`src/hdl/aenc_pkg.sv`:
```
// Shared types and constants for the 32-bit arithmetic encoder.
`default_nettype none
package aenc_pkg;
	localparam int FreqBits = 16;
	localparam int PendBits = 8;
	localparam logic [31:0] Half = 32'h8000_0000;
	localparam logic [31:0] Quarter = 32'h4000_0000;
	localparam logic [31:0] ThreeQ = 32'hC000_0000;
	localparam logic [PendBits-1:0] PendLimit = '1;

	typedef enum logic {
		CMD_ENCODE = 1'b0,
		CMD_FINISH = 1'b1
	} cmd_t;

	typedef enum logic [3:0] {
		ST_IDLE,
		ST_MUL,
		ST_DIV,
		ST_APPLY,
		ST_RENORM,
		ST_BIT,
		ST_PEND,
		ST_FIN_BUMP,
		ST_FIN_BIT,
		ST_FIN_PEND,
		ST_FIN_PAD,
		ST_FLUSH,
		ST_BAD
	} state_t;

	typedef enum logic [1:0] {
		REN_ZERO,
		REN_ONE,
		REN_MID,
		REN_DONE
	} ren_t;

	// controller -> datapath
	typedef struct packed {
		logic load;
		logic div_start;
		logic div_step;
		logic apply;
		logic shift_zero;
		logic shift_one;
		logic shift_mid;
		logic bump;
		logic put_bit;
		logic put_pend;
		logic pad;
		logic clear_all;
		logic out_take;
		logic out_rel;
	} ctl_t;

	// datapath -> controller
	typedef struct packed {
		logic bad;
		logic cmd_finish;
		ren_t ren;
		logic div_done;
		logic pend_zero;
		logic bits_zero;
		logic byte_full;
		logic out_full;
		logic out_fire;
		logic any_byte;
	} sts_t;
endpackage
`default_nettype wire

```
`src/hdl/arithmetic_encoder_32bit.sv`:
```
// Top level of the 32-bit binary arithmetic encoder.
// Encode: narrowing loads the item, runs a serial divide and applies the new bounds; then
// each renormalization shift follows, a 0/1 shift also emitting its bit and any pending bits.
// One item at a time: the next input is taken only once the current encode, rejected item or
// finish has completed; output back-pressure adds stalls.
// Reset (arst_n low) clears the interval to [0, 0xFFFFFFFF] and all counters.
`default_nettype none
module arithmetic_encoder_32bit (
	input wire logic clk,
	input wire logic arst_n,
	input wire logic i_valid,
	output logic i_ready,
	input wire logic command,
	input wire logic [15:0] cum_low,
	input wire logic [15:0] cum_high,
	input wire logic [15:0] total,
	output logic o_valid,
	input wire logic o_ready,
	output logic [7:0] out_byte,
	output logic byte_valid,
	output logic bad_input,
	output logic pending_overflow,
	output logic last
);
	import aenc_pkg::*;

	ctl_t ctl;
	sts_t sts;

	aenc_ctrl u_ctrl (
		.clk(clk), .arst_n(arst_n), .i_valid(i_valid), .i_ready(i_ready),
		.sts(sts), .ctl(ctl)
	);

	aenc_datapath u_dp (
		.clk(clk), .arst_n(arst_n), .command(command), .cum_low(cum_low),
		.cum_high(cum_high), .total(total), .ctl(ctl), .sts(sts),
		.o_ready(o_ready), .o_valid(o_valid), .out_byte(out_byte),
		.byte_valid(byte_valid), .bad_input(bad_input),
		.pending_overflow(pending_overflow), .last(last)
	);
endmodule
`default_nettype wire

```
`src/hdl/aenc_datapath.sv`:
```
// Datapath: interval registers, serial divider, bit packer and output register.
`default_nettype none
module aenc_datapath (
	input wire logic clk,
	input wire logic arst_n,
	input wire logic command,
	input wire logic [15:0] cum_low,
	input wire logic [15:0] cum_high,
	input wire logic [15:0] total,
	input wire aenc_pkg::ctl_t ctl,
	output aenc_pkg::sts_t sts,
	input wire logic o_ready,
	output logic o_valid,
	output logic [7:0] out_byte,
	output logic byte_valid,
	output logic bad_input,
	output logic pending_overflow,
	output logic last
);
	import aenc_pkg::*;

	logic [31:0] low_q, high_q;
	logic [PendBits-1:0] pend_q;
	logic [7:0] pbyte_q;
	logic [2:0] pbits_q;
	logic ovf_q;
	logic cmd_q, bad_q, bit_q, any_q;
	logic [FreqBits-1:0] clo_q, chi_q, tot_q;
	logic [32:0] range_q;
	logic [48:0] qhi_q, qlo_q;
	logic [16:0] rhi_q, rlo_q;
	logic [5:0] dcnt_q;
	logic [7:0] obyte_q;
	logic obv_q, obad_q, oflag_q, olast_q, ofull_q, orel_q;

	logic [FreqBits-1:0] clo_in, chi_in, tot_in;
	logic bad_in;
	logic [16:0] rhi_sh, rlo_sh;
	logic [7:0] pbyte_nx;
	logic [31:0] up_v, dn_v;
	logic byte_wr;

	assign clo_in = cum_low[FreqBits-1:0];
	assign chi_in = cum_high[FreqBits-1:0];
	assign tot_in = total[FreqBits-1:0];
	assign bad_in = (tot_in == '0) || (clo_in >= chi_in) || (chi_in > tot_in);
	assign rhi_sh = {rhi_q[15:0], qhi_q[48]};
	assign rlo_sh = {rlo_q[15:0], qlo_q[48]};
	assign pbyte_nx = {pbyte_q[6:0], bit_q ^ ctl.put_pend};
	assign up_v = qhi_q[31:0] - 32'd1;
	assign dn_v = qlo_q[31:0];
	assign byte_wr = (ctl.put_bit || ctl.put_pend) && (pbits_q == 3'd7);

	always_ff @(posedge clk or negedge arst_n) begin
		if (!arst_n) begin
			low_q <= '0;
			high_q <= '1;
			pend_q <= '0;
			pbyte_q <= '0;
			pbits_q <= '0;
			ovf_q <= 1'b0;
			ofull_q <= 1'b0;
			orel_q <= 1'b0;
			obyte_q <= '0;
			obv_q <= 1'b0;
			obad_q <= 1'b0;
			oflag_q <= 1'b0;
			olast_q <= 1'b0;
			dcnt_q <= '0;
			any_q <= 1'b0;
		end else begin
			if (ctl.load) begin
				any_q <= 1'b0;
			end
			if (ctl.div_start) begin
				dcnt_q <= 6'd49;
			end else if (ctl.div_step) begin
				dcnt_q <= dcnt_q - 6'd1;
			end
			if (ctl.apply) begin
				high_q <= low_q + up_v;
				low_q <= low_q + dn_v;
			end
			if (ctl.shift_zero) begin
				low_q <= {low_q[30:0], 1'b0};
				high_q <= {high_q[30:0], 1'b1};
			end
			if (ctl.shift_one) begin
				low_q <= {low_q[30:0] & 31'h7FFF_FFFF, 1'b0};
				high_q <= {high_q[30:0], 1'b1};
			end
			if (ctl.shift_mid) begin
				low_q <= {(low_q[30:0] - Quarter[30:0]), 1'b0};
				high_q <= {(high_q[30:0] - Quarter[30:0]), 1'b1};
			end
			if (ctl.bump) begin
				if (pend_q == PendLimit) begin
					ovf_q <= 1'b1;
				end else begin
					pend_q <= pend_q + 1'b1;
				end
			end
			if (ctl.put_pend) begin
				pend_q <= pend_q - 1'b1;
			end
			if (ctl.put_bit || ctl.put_pend) begin
				pbyte_q <= pbyte_nx;
				pbits_q <= pbits_q + 3'd1;
			end
			// a completed byte stays held until the next one or the item's end
			if (byte_wr) begin
				obyte_q <= pbyte_nx;
				obv_q <= 1'b1;
				obad_q <= 1'b0;
				oflag_q <= ovf_q || (ctl.bump && pend_q == PendLimit);
				olast_q <= 1'b0;
				ofull_q <= 1'b1;
				orel_q <= 1'b0;
				any_q <= 1'b1;
			end else if (ctl.pad) begin
				obyte_q <= pbyte_q << (4'd8 - {1'b0, pbits_q});
				obv_q <= 1'b1;
				obad_q <= 1'b0;
				oflag_q <= ovf_q;
				olast_q <= 1'b0;
				ofull_q <= 1'b1;
				orel_q <= 1'b0;
				any_q <= 1'b1;
			end else if (ctl.out_take) begin
				// closing transaction: an empty marker, or "last" on the held byte
				if (any_q) begin
					olast_q <= 1'b1;
					orel_q <= 1'b1;
				end else begin
					obyte_q <= '0;
					obv_q <= 1'b0;
					obad_q <= bad_q;
					oflag_q <= ovf_q;
					olast_q <= 1'b1;
					ofull_q <= 1'b1;
					orel_q <= 1'b1;
				end
			end else if (o_valid && o_ready) begin
				ofull_q <= 1'b0;
				orel_q <= 1'b0;
			end else if (ctl.out_rel) begin
				orel_q <= 1'b1;
			end
			if (ctl.clear_all) begin
				low_q <= '0;
				high_q <= '1;
				pend_q <= '0;
				pbyte_q <= '0;
				pbits_q <= '0;
				ovf_q <= 1'b0;
			end
		end
	end

	// payload registers without reset
	always_ff @(posedge clk) begin
		if (ctl.load) begin
			cmd_q <= command;
			bad_q <= (command == CMD_ENCODE) && bad_in;
			clo_q <= clo_in;
			chi_q <= chi_in;
			tot_q <= tot_in;
			range_q <= {1'b0, high_q - low_q} + 33'd1;
		end
		if (ctl.div_start) begin
			qhi_q <= range_q * chi_q;
			qlo_q <= range_q * clo_q;
			rhi_q <= '0;
			rlo_q <= '0;
		end else if (ctl.div_step) begin
			if (rhi_sh >= {1'b0, tot_q}) begin
				rhi_q <= rhi_sh - {1'b0, tot_q};
				qhi_q <= {qhi_q[47:0], 1'b1};
			end else begin
				rhi_q <= rhi_sh;
				qhi_q <= {qhi_q[47:0], 1'b0};
			end
			if (rlo_sh >= {1'b0, tot_q}) begin
				rlo_q <= rlo_sh - {1'b0, tot_q};
				qlo_q <= {qlo_q[47:0], 1'b1};
			end else begin
				rlo_q <= rlo_sh;
				qlo_q <= {qlo_q[47:0], 1'b0};
			end
		end
		if (ctl.shift_zero) begin
			bit_q <= 1'b0;
		end
		if (ctl.shift_one) begin
			bit_q <= 1'b1;
		end
		if (ctl.bump && cmd_q == CMD_FINISH) begin
			bit_q <= (low_q >= Quarter);
		end
	end

	always_comb begin
		sts.bad = bad_q;
		sts.cmd_finish = cmd_q;
		if (high_q < Half) begin
			sts.ren = REN_ZERO;
		end else if (low_q >= Half) begin
			sts.ren = REN_ONE;
		end else if (low_q >= Quarter && high_q < ThreeQ) begin
			sts.ren = REN_MID;
		end else begin
			sts.ren = REN_DONE;
		end
		sts.div_done = (dcnt_q == 6'd0);
		sts.pend_zero = (pend_q == '0);
		sts.bits_zero = (pbits_q == 3'd0);
		sts.byte_full = (pbits_q == 3'd7);
		sts.out_full = ofull_q;
		sts.out_fire = o_valid && o_ready;
		sts.any_byte = any_q;
	end

	assign o_valid = ofull_q && orel_q;
	assign out_byte = obyte_q;
	assign byte_valid = obv_q;
	assign bad_input = obad_q;
	assign pending_overflow = oflag_q;
	assign last = olast_q;

	assert property (@(posedge clk) disable iff (!arst_n)
		ctl.apply |=> (low_q <= high_q))
		else $error("interval inverted after narrowing");
	assert property (@(posedge clk) disable iff (!arst_n)
		(ofull_q && !(o_valid && o_ready)) |-> !(byte_wr || ctl.pad))
		else $error("output register overwritten");
	assert property (@(posedge clk) disable iff (!arst_n)
		ctl.clear_all |=> (low_q == '0 && high_q == '1 && pend_q == '0))
		else $error("finish did not restore reset state");
endmodule
`default_nettype wire

```
`src/hdl/aenc_ctrl.sv`:
```
// Controller state machine sequencing narrowing, renormalization and byte output.
`default_nettype none
module aenc_ctrl (
	input wire logic clk,
	input wire logic arst_n,
	input wire logic i_valid,
	output logic i_ready,
	input wire aenc_pkg::sts_t sts,
	output aenc_pkg::ctl_t ctl
);
	import aenc_pkg::*;

	state_t state_q, state_nx;
	logic room;
	logic wr_ok;

	// output register free this cycle or draining now
	assign room = !sts.out_full || sts.out_fire;
	// only a bit that completes a byte needs the output register
	assign wr_ok = !sts.byte_full || room;

	always_ff @(posedge clk or negedge arst_n) begin
		if (!arst_n) begin
			state_q <= ST_IDLE;
		end else begin
			state_q <= state_nx;
		end
	end

	always_comb begin
		state_nx = state_q;
		unique case (state_q)
			ST_IDLE: if (i_valid) state_nx = ST_MUL;
			ST_MUL: begin
				if (sts.cmd_finish) state_nx = ST_FIN_BUMP;
				else if (sts.bad) state_nx = ST_FLUSH;
				else state_nx = ST_DIV;
			end
			ST_DIV: if (sts.div_done) state_nx = ST_APPLY;
			ST_APPLY: state_nx = ST_RENORM;
			ST_RENORM: begin
				unique case (sts.ren)
					REN_ZERO, REN_ONE: state_nx = ST_BIT;
					REN_MID: state_nx = ST_RENORM;
					REN_DONE: state_nx = ST_FLUSH;
				endcase
			end
			ST_BIT: if (wr_ok) state_nx = ST_PEND;
			ST_PEND: if (sts.pend_zero) state_nx = ST_RENORM;
			ST_FIN_BUMP: state_nx = ST_FIN_BIT;
			ST_FIN_BIT: if (wr_ok) state_nx = ST_FIN_PEND;
			ST_FIN_PEND: if (sts.pend_zero) state_nx = ST_FIN_PAD;
			ST_FIN_PAD: if (sts.bits_zero || room) state_nx = ST_FLUSH;
			ST_FLUSH: if (room || sts.any_byte) state_nx = ST_BAD;
			ST_BAD: state_nx = ST_IDLE;
			default: state_nx = ST_IDLE;
		endcase
	end

	always_comb begin
		ctl = '0;
		i_ready = 1'b0;
		unique case (state_q)
			ST_IDLE: begin
				i_ready = 1'b1;
				ctl.load = i_valid;
			end
			ST_MUL: ctl.div_start = !sts.cmd_finish && !sts.bad;
			ST_DIV: ctl.div_step = !sts.div_done;
			ST_APPLY: ctl.apply = 1'b1;
			ST_RENORM: begin
				ctl.shift_zero = (sts.ren == REN_ZERO);
				ctl.shift_one = (sts.ren == REN_ONE);
				ctl.shift_mid = (sts.ren == REN_MID);
				ctl.bump = (sts.ren == REN_MID);
			end
			ST_BIT: begin
				ctl.put_bit = wr_ok;
				ctl.out_rel = sts.byte_full && sts.out_full;
			end
			ST_PEND: begin
				ctl.put_pend = !sts.pend_zero && wr_ok;
				ctl.out_rel = !sts.pend_zero && sts.byte_full && sts.out_full;
			end
			ST_FIN_BUMP: ctl.bump = 1'b1;
			ST_FIN_BIT: begin
				ctl.put_bit = wr_ok;
				ctl.out_rel = sts.byte_full && sts.out_full;
			end
			ST_FIN_PEND: begin
				ctl.put_pend = !sts.pend_zero && wr_ok;
				ctl.out_rel = !sts.pend_zero && sts.byte_full && sts.out_full;
			end
			ST_FIN_PAD: begin
				ctl.pad = !sts.bits_zero && room;
				ctl.out_rel = !sts.bits_zero && sts.out_full;
			end
			ST_FLUSH: begin
				// held byte gets "last"; an empty run emits one marker
				ctl.out_take = sts.any_byte || room;
				ctl.clear_all = sts.cmd_finish && (room || sts.any_byte);
			end
			ST_BAD: ;
			default: ;
		endcase
	end

	assert property (@(posedge clk) disable iff (!arst_n)
		i_ready |-> state_q == ST_IDLE)
		else $error("input taken mid-item");
	assert property (@(posedge clk) disable iff (!arst_n)
		(state_q == ST_MUL && sts.bad) |=> state_q == ST_FLUSH)
		else $error("bad item not rejected");
	assert property (@(posedge clk) disable iff (!arst_n)
		(ctl.put_bit && ctl.put_pend) == 1'b0)
		else $error("two bits in one cycle");
endmodule
`default_nettype wire

```
`config.mk`:
```
export PLATFORM = sky130hd
export DESIGN_NAME = arithmetic_encoder_32bit
export DESIGN_NICKNAME = d
export VERILOG_FILES = /design/src/hdl/aenc_pkg.sv /design/src/hdl/arithmetic_encoder_32bit.sv /design/src/hdl/aenc_datapath.sv /design/src/hdl/aenc_ctrl.sv
export SDC_FILE = /design/constraint.sdc
export NUM_CORES = 2
export LEC_CHECK = 0
export BUFFER_PORTS_ARGS = -buffer_cell sky130_fd_sc_hd__buf_4
export CELL_PAD_IN_SITES_DETAIL_PLACEMENT = 1
export CELL_PAD_IN_SITES_GLOBAL_PLACEMENT = 2
export CORE_MARGIN = 2
export CORE_UTILIZATION = 45
export DETAILED_ROUTE_END_ITERATION = 8
export GPL_ROUTABILITY_DRIVEN = 0
export PLACE_DENSITY_LB_ADDON = 0.3
export REMOVE_ABC_BUFFERS = 1
export SLEW_MARGIN = 15
export SYNTH_ARGS = -nofsm -noshare
export SYNTH_HDL_FRONTEND = slang
export SYNTH_SLANG_ARGS = --single-unit
```
`constraint.sdc`:
```
create_clock -name clk -period 12.8 [get_ports clk]
set_input_delay 2.56 -clock clk [delete_from_list [all_inputs] [get_ports clk]]
set_output_delay 2.56 -clock clk [all_outputs]
set_load 0.01 [all_outputs]
```
======== Word level (Yosys, flattened, before mapping) ========
Cells that the tools add are included.
word-level totals
  register bits ........................... 323
  logic and storage cells ................. 229
  input port bits ......................... 53
cells by class
  multipliers ............................. 2
  eq/ne operators ......................... 27
  shift operators ......................... 1
  bitwise logic cells ..................... 2
  add/sub/neg operators ................... 14
  mux-type cells .......................... 93
  $lt $le $gt $ge ......................... 8
  reduce and logical (&&, ||, !) cells .... 55
operators by type and width
  operator                  number
  $mux W32                  10
  $mux W49                  4
  $mul A33 B16 Y49          2
  $mux W8                   10
  $add A32 B32 Y32          2
  $lt A32 B32 Y1 const B    2
  $sub A31 B31 Y31 const B  2
  $pmux W4 S12              1
  $mux W1                   45
  $mux W4                   10
  $ge A17 B16 Y1            2
  $add A32 B1 Y33 const B   1
  $ge A32 B31 Y1 const B    1
  $ge A32 B32 Y1 const B    1
  $mux W16                  2
  $sub A16 B16 Y16          2
  $sub A32 B1 Y32 const B   1
  $sub A32 B32 Y32          1
  $eq A4 B3 Y1 const B      4
  $eq A4 B4 Y1 const B      4
  $ge A16 B16 Y1            1
  $gt A16 B16 Y1            1
  $logic_not A16 Y1         1
  $logic_and A1 B1 Y1       15
  other kinds (39)          77

======== Longest topological paths before layout ========
  depth after elaboration ................. 11
  depth in mapped cells ................... 25
  mapped depth without buffers ............ 23

======== Modules after synthesis ========
From an unflattened synthesis, not the netlist that was laid out.
unflattened totals
  cells, all modules ...................... 6266
  area, all modules ....................... 55714.7 um^2
by module, submodules not included
  module         times used  area an instance (um^2)  cells an instance
  aenc_datapath  1           55119.1                  6187
  aenc_ctrl      1           595.6                    79

======== Worst setup path before layout ========
Ideal clock, no wire load.
  path kind ............................... register to register
  start point ............................. register u_dp.chi_q[7]
  end point ............................... register u_dp.qhi_q[33], data pin
  slack ................................... 6.359 ns
  data required time ...................... 12.537 ns
  clock period less this slack ............ 6.441 ns
  setup time .............................. 0.263 ns
  arrival ................................. 6.178 ns
  stages on the path, launching flop included .. 25
  cell sequence ........................... edfxtp_1 -> clkbuf_1 -> nand2_1 -> fa_1 -> inv_1 -> fa_1 -> inv_1 -> fa_1 -> inv_1 -> fa_1 -> fa_1 -> inv_1 -> fa_1 -> inv_1 -> ha_1 -> and2_1 -> a311o_1 -> a32oi_2 -> o21bai_1 -> a221oi_2 -> a21oi_1 -> a221o_1 -> a211oi_2 -> xor2_1 -> o21ai_1
between the ends
  longest elaborated chain between the ends .. 2
ends and longest elaborated chain
  item                    RTL line              RTL
  start, declared         aenc_datapath.sv:28   logic [FreqBits-1:0] clo_q, chi_q, tot_q;
  start signal, assigned  aenc_datapath.sv:166  chi_q <= chi_in;
  $mul A33 B16 Y49        aenc_datapath.sv:171  qhi_q <= range_q * chi_q;
  $mux W49                aenc_datapath.sv:170  if (ctl.div_start) begin
  end signal, assigned    aenc_datapath.sv:171
  end signal, assigned    aenc_datapath.sv:178  qhi_q <= {qhi_q[47:0], 1'b1};
  end signal, assigned    aenc_datapath.sv:181  qhi_q <= {qhi_q[47:0], 1'b0};
  end, declared           aenc_datapath.sv:30   logic [48:0] qhi_q, qlo_q;
No other way between the ends.
A chain may end at the register's enable or synchronous reset.

======== Worst setup path after layout ========
  start point ............................. register u_dp.chi_q[7]
  end point ............................... register u_dp.qhi_q[46], data pin
The elaborated chain is that of the path after synthesis.

==> reports/summary.txt <==
layout cells sized above 1 -> 5.23%
status -> complete, no violations
fin crit share -> 61.2%
Max Freq -> 128 MHz
synthesized area per cell -> 8.80 sq um
CP peak stage delay -> 0.62 ns
CP required -> 13.17 ns
Vias/cell -> 5.58
Mapped Cells -> 6,294
I/O pin count -> 67
clk_lat worst skew -> 0.65 ns
CTS buffer count -> 45
Worst Hold Depth -> 2
H-tree levels -> 2
crit path kind -> flop to flop
post-CTS setup buffers -> 0
MaxCap Viol Count -> 0
hold slack -> 0.484 ns
vias in the first global route -> 49.5k
Non-Filler Instances -> 7,842
Post-DRT Antenna Nets -> 0
post-layout util -> 48.3%
clock-pin slew on the worst setup and hold paths -> 0.06 ns
Root Driver -> clkbuf_16
Placed Instances -> 7,757
Clock Sinks -> 323
Critical Path Sink Type -> flop
DRC viols -> 0
post-cts sizing count -> 0
Ys Warns -> 0
Slew Viols, Final -> 0
WP data arrival -> 8.21 ns
worst-case clock skew -> 0.0307 ns
largest net degree at the start of global routing -> 96
most used cell, CP -> fa_1
core area -> 122,000 sq um
Primary FF master, synth -> edfxtp_1
GRT overflow -> 0
Sum Neg Setup Slack -> 0 ns
DRT Pass-1 Iters -> 5
Seq/Total Area, Yosys -> 16.0%
fraction of registers with async set/reset -> 33.7%
unrepaired setup endpoints after global routing -> false
worst slew pin tran -> 1.14 ns
via count -> 43.8k
Fin. Hold Viols -> 0
Filler cells -> 14.3k
Post-synth EDFFs -> 182
die area -> 126,000 sq um
Post-Route WL -> 174,000 microns
drt wl/cell -> 22.2 microns
CP startpoint kind -> flop
Final min period -> 7.84 ns
# port buffers -> 66
initial antenna violation count -> 4
slowest cell on the critical path -> a211oi_1
Max-slew headroom -> 23.3%
Die Width -> 355 microns
DRT iter0 DRCs -> 2,212
wire length of the first global-routing pass -> 281,000 microns
Yosys reg bits -> 323
CTS tree -> yes
HPWL after DPL -> 129,000 microns
NumNets Final -> 7,544
cell row count -> 128
Yosys cell types -> 102
Total GRT Usage -> 28.6%
worst-path maximum fanout -> 31
post-cts hold buffer count -> 0
Layout area overhead -> 6.38%
Min-Delay Path Class -> flop to flop
final setup fails -> 0
Die Height -> 355 microns
Syn Std Cell Area -> 55,400 sq um
Initial Util -> 45.4%
Reg2Reg Depth -> 24
Longest Clk Path Bufs -> 3
crit-path cells -> buf_4, nand2_1, fa_1, inv_1, fa_1, inv_1, fa_1, inv_1, fa_1, fa_1, inv_1, fa_1, inv_1, ha_1, o21ai_0, a221oi_1, o211ai_1, a31o_2, a211oi_1, o2111ai_1, a311oi_1, a21oi_1, xor2_1, o21ai_0
==> layout by cell type, fill, tap and decap left out, types with 31 or more instances in the layout <==
cell type and count:
inv_1 1145, nand2_1 974, fa_1 870, and2_1 443, ha_1 442, o21ai_0 272
a21oi_1 235, nor2_1 193, edfxtp_1 182, buf_4 147, xnor2_1 125, a21o_1 118
xor2_1 95, nand3_1 83, dfrtp_1 77, nor3_1 58, a211oi_1 48, clkbuf_16 46
nand4_1 37, mux2i_1 36, a31oi_1 34, and3_1 32, dfstp_2 32, dfxtp_1 32
o21bai_1 31
==> metrics by stage <==
stage                     setup WS (ns)  area [sq um]
after floorplan                    6.04         54200
after global placement             5.44         57400
after detailed placement           5.19         57400
after CTS                          5.17         58900
after global routing               4.66         58900
final                              4.96         58900
==> cell type report <==
type | count | area, sq um | area share, %
diodes | 1 | 2.50 | 0.00425
clock buffers | 53 | 1210 | 2.05
clock inverters | 31 | 330 | 0.561
inverters | 1146 | 4300 | 7.31
multi-input cells | 4516 | 41000 | 69.7
flip-flops and latches | 323 | 8870 | 15.1
well taps | 1625 | 2030 | 3.45
repair buffers | 147 | 1100 | 1.87
==> critical path: cells and delay by family, from the launching register on <==
kind,cells,cell delay (ns)
buffers and inverters,6,0.67
flip-flops,1,0.38
AND/OR/NAND/NOR,1,0.16
AO/OA/AOI/OAI,9,2.76
XOR/XNOR,1,0.15
adder cells (fa/ha/maj),7,3.38
==> sequential cells by signal, summed over array words and instances (netlist names), 6 cells and up <==
name,cells
u_dp.pend_q,8
u_dp.pbyte_q,8
u_dp.low_q,32
u_dp.clo_q,16
u_dp.dcnt_q,6
u_dp.chi_q,16
u_dp.qhi_q,49
u_dp.tot_q,16
u_dp.high_q,32
u_dp.rlo_q,16
u_dp.out_byte,8
u_dp.qlo_q,49
u_dp.range_q,33
u_dp.rhi_q,16
==> synth_stat cells, drive strengths merged, types with 8 or more instances <==
library cell     n  area [sq um]
fa             870         17400
dfxtp           32           641
a311oi          10          93.8
nand3           88           455
or3             14          92.6
a21o           118           886
clkbuf         287          1080
a211oi          50           385
nor4            18           140
xor2            96           848
a21oi          238          1200
and2           444          2780
ha             442          5530
a31oi           37           250
dfstp           32           841
a22oi            9          67.6
a221oi           9          85.1
nor3            61           315
o22ai           15          93.8
nor2           194           728
a21boi          13          97.6
mux2i           36           360
buf             22           128
o211ai          28           210
o21a            28           210
and4             8          70.1
a221o           12           120
nor2b           27           169
nand4           38           244
nand2b          26           163
o31ai           15           118
xnor2          127          1130
mux2            11           124
inv           1146          4300
a211o            8          70.1
o21ai          290          1460
dfrtp           77          1930
and3            33           206
edfxtp         182          5470
o21bai          31           233
nand2          975          3660
==> worst paths after layout <==
| check | endpoint | startpoint | slack (ns) |
|---|---|---|---|
| max | u_dp.qhi_q[46]$_DFFE_PP_ | u_dp.chi_q[7]$_DFFE_PP_ | 4.96 |
| min | u_dp.rlo_q[8]$_SDFFE_PP0P_ | u_dp.rlo_q[8]$_SDFFE_PP0P_ | 0.48 |
| max reg2reg | u_dp.qhi_q[46]$_DFFE_PP_ | u_dp.chi_q[7]$_DFFE_PP_ | 4.96 |
| min reg2reg | u_dp.rlo_q[8]$_SDFFE_PP0P_ | u_dp.rlo_q[8]$_SDFFE_PP0P_ | 0.48 |
| max in group asynchronous | u_dp.pend_q[1]$_DFFE_PN0P_ | arst_n | 9.47 |
| min in group asynchronous | u_dp.low_q[1]$_DFFE_PN0P_ | arst_n | 2.00 |
==> routing by layer <==
| metal | share of wire (%) | vias to the layer above | GRT usage [%] |
|---|---|---|---|
| met5 | 0.0075 | - | 0 |
| met4 | 4.6 | 2 | 11.8 |
| met3 | 3.4 | 324 | 2.45 |
| met2 | 50 | 851 | 50.7 |
| met1 | 42 | 22900 | 35.8 |
| li1 | - | 19700 | - |
==> cells by family (layout without fill, tap and decap cells) <==
kind of cell | after synthesis | in the layout | share of synthesized area (%)
flops | 323 | 323 | 16.0
other cells | 0 | 1 | 0
compound gates | 980 | 980 | 11.3
mux | 49 | 49 | 0.956
buf+inv | 1455 | 1377 | 9.95
xor+xnor | 223 | 223 | 3.57
simple gates | 1952 | 1952 | 16.7
fa+ha+maj | 1312 | 1312 | 41.5
Power is left out: the tool's default activity adds up to more than one toggle a clock period on the data nets, which glitch-free logic cannot reach.
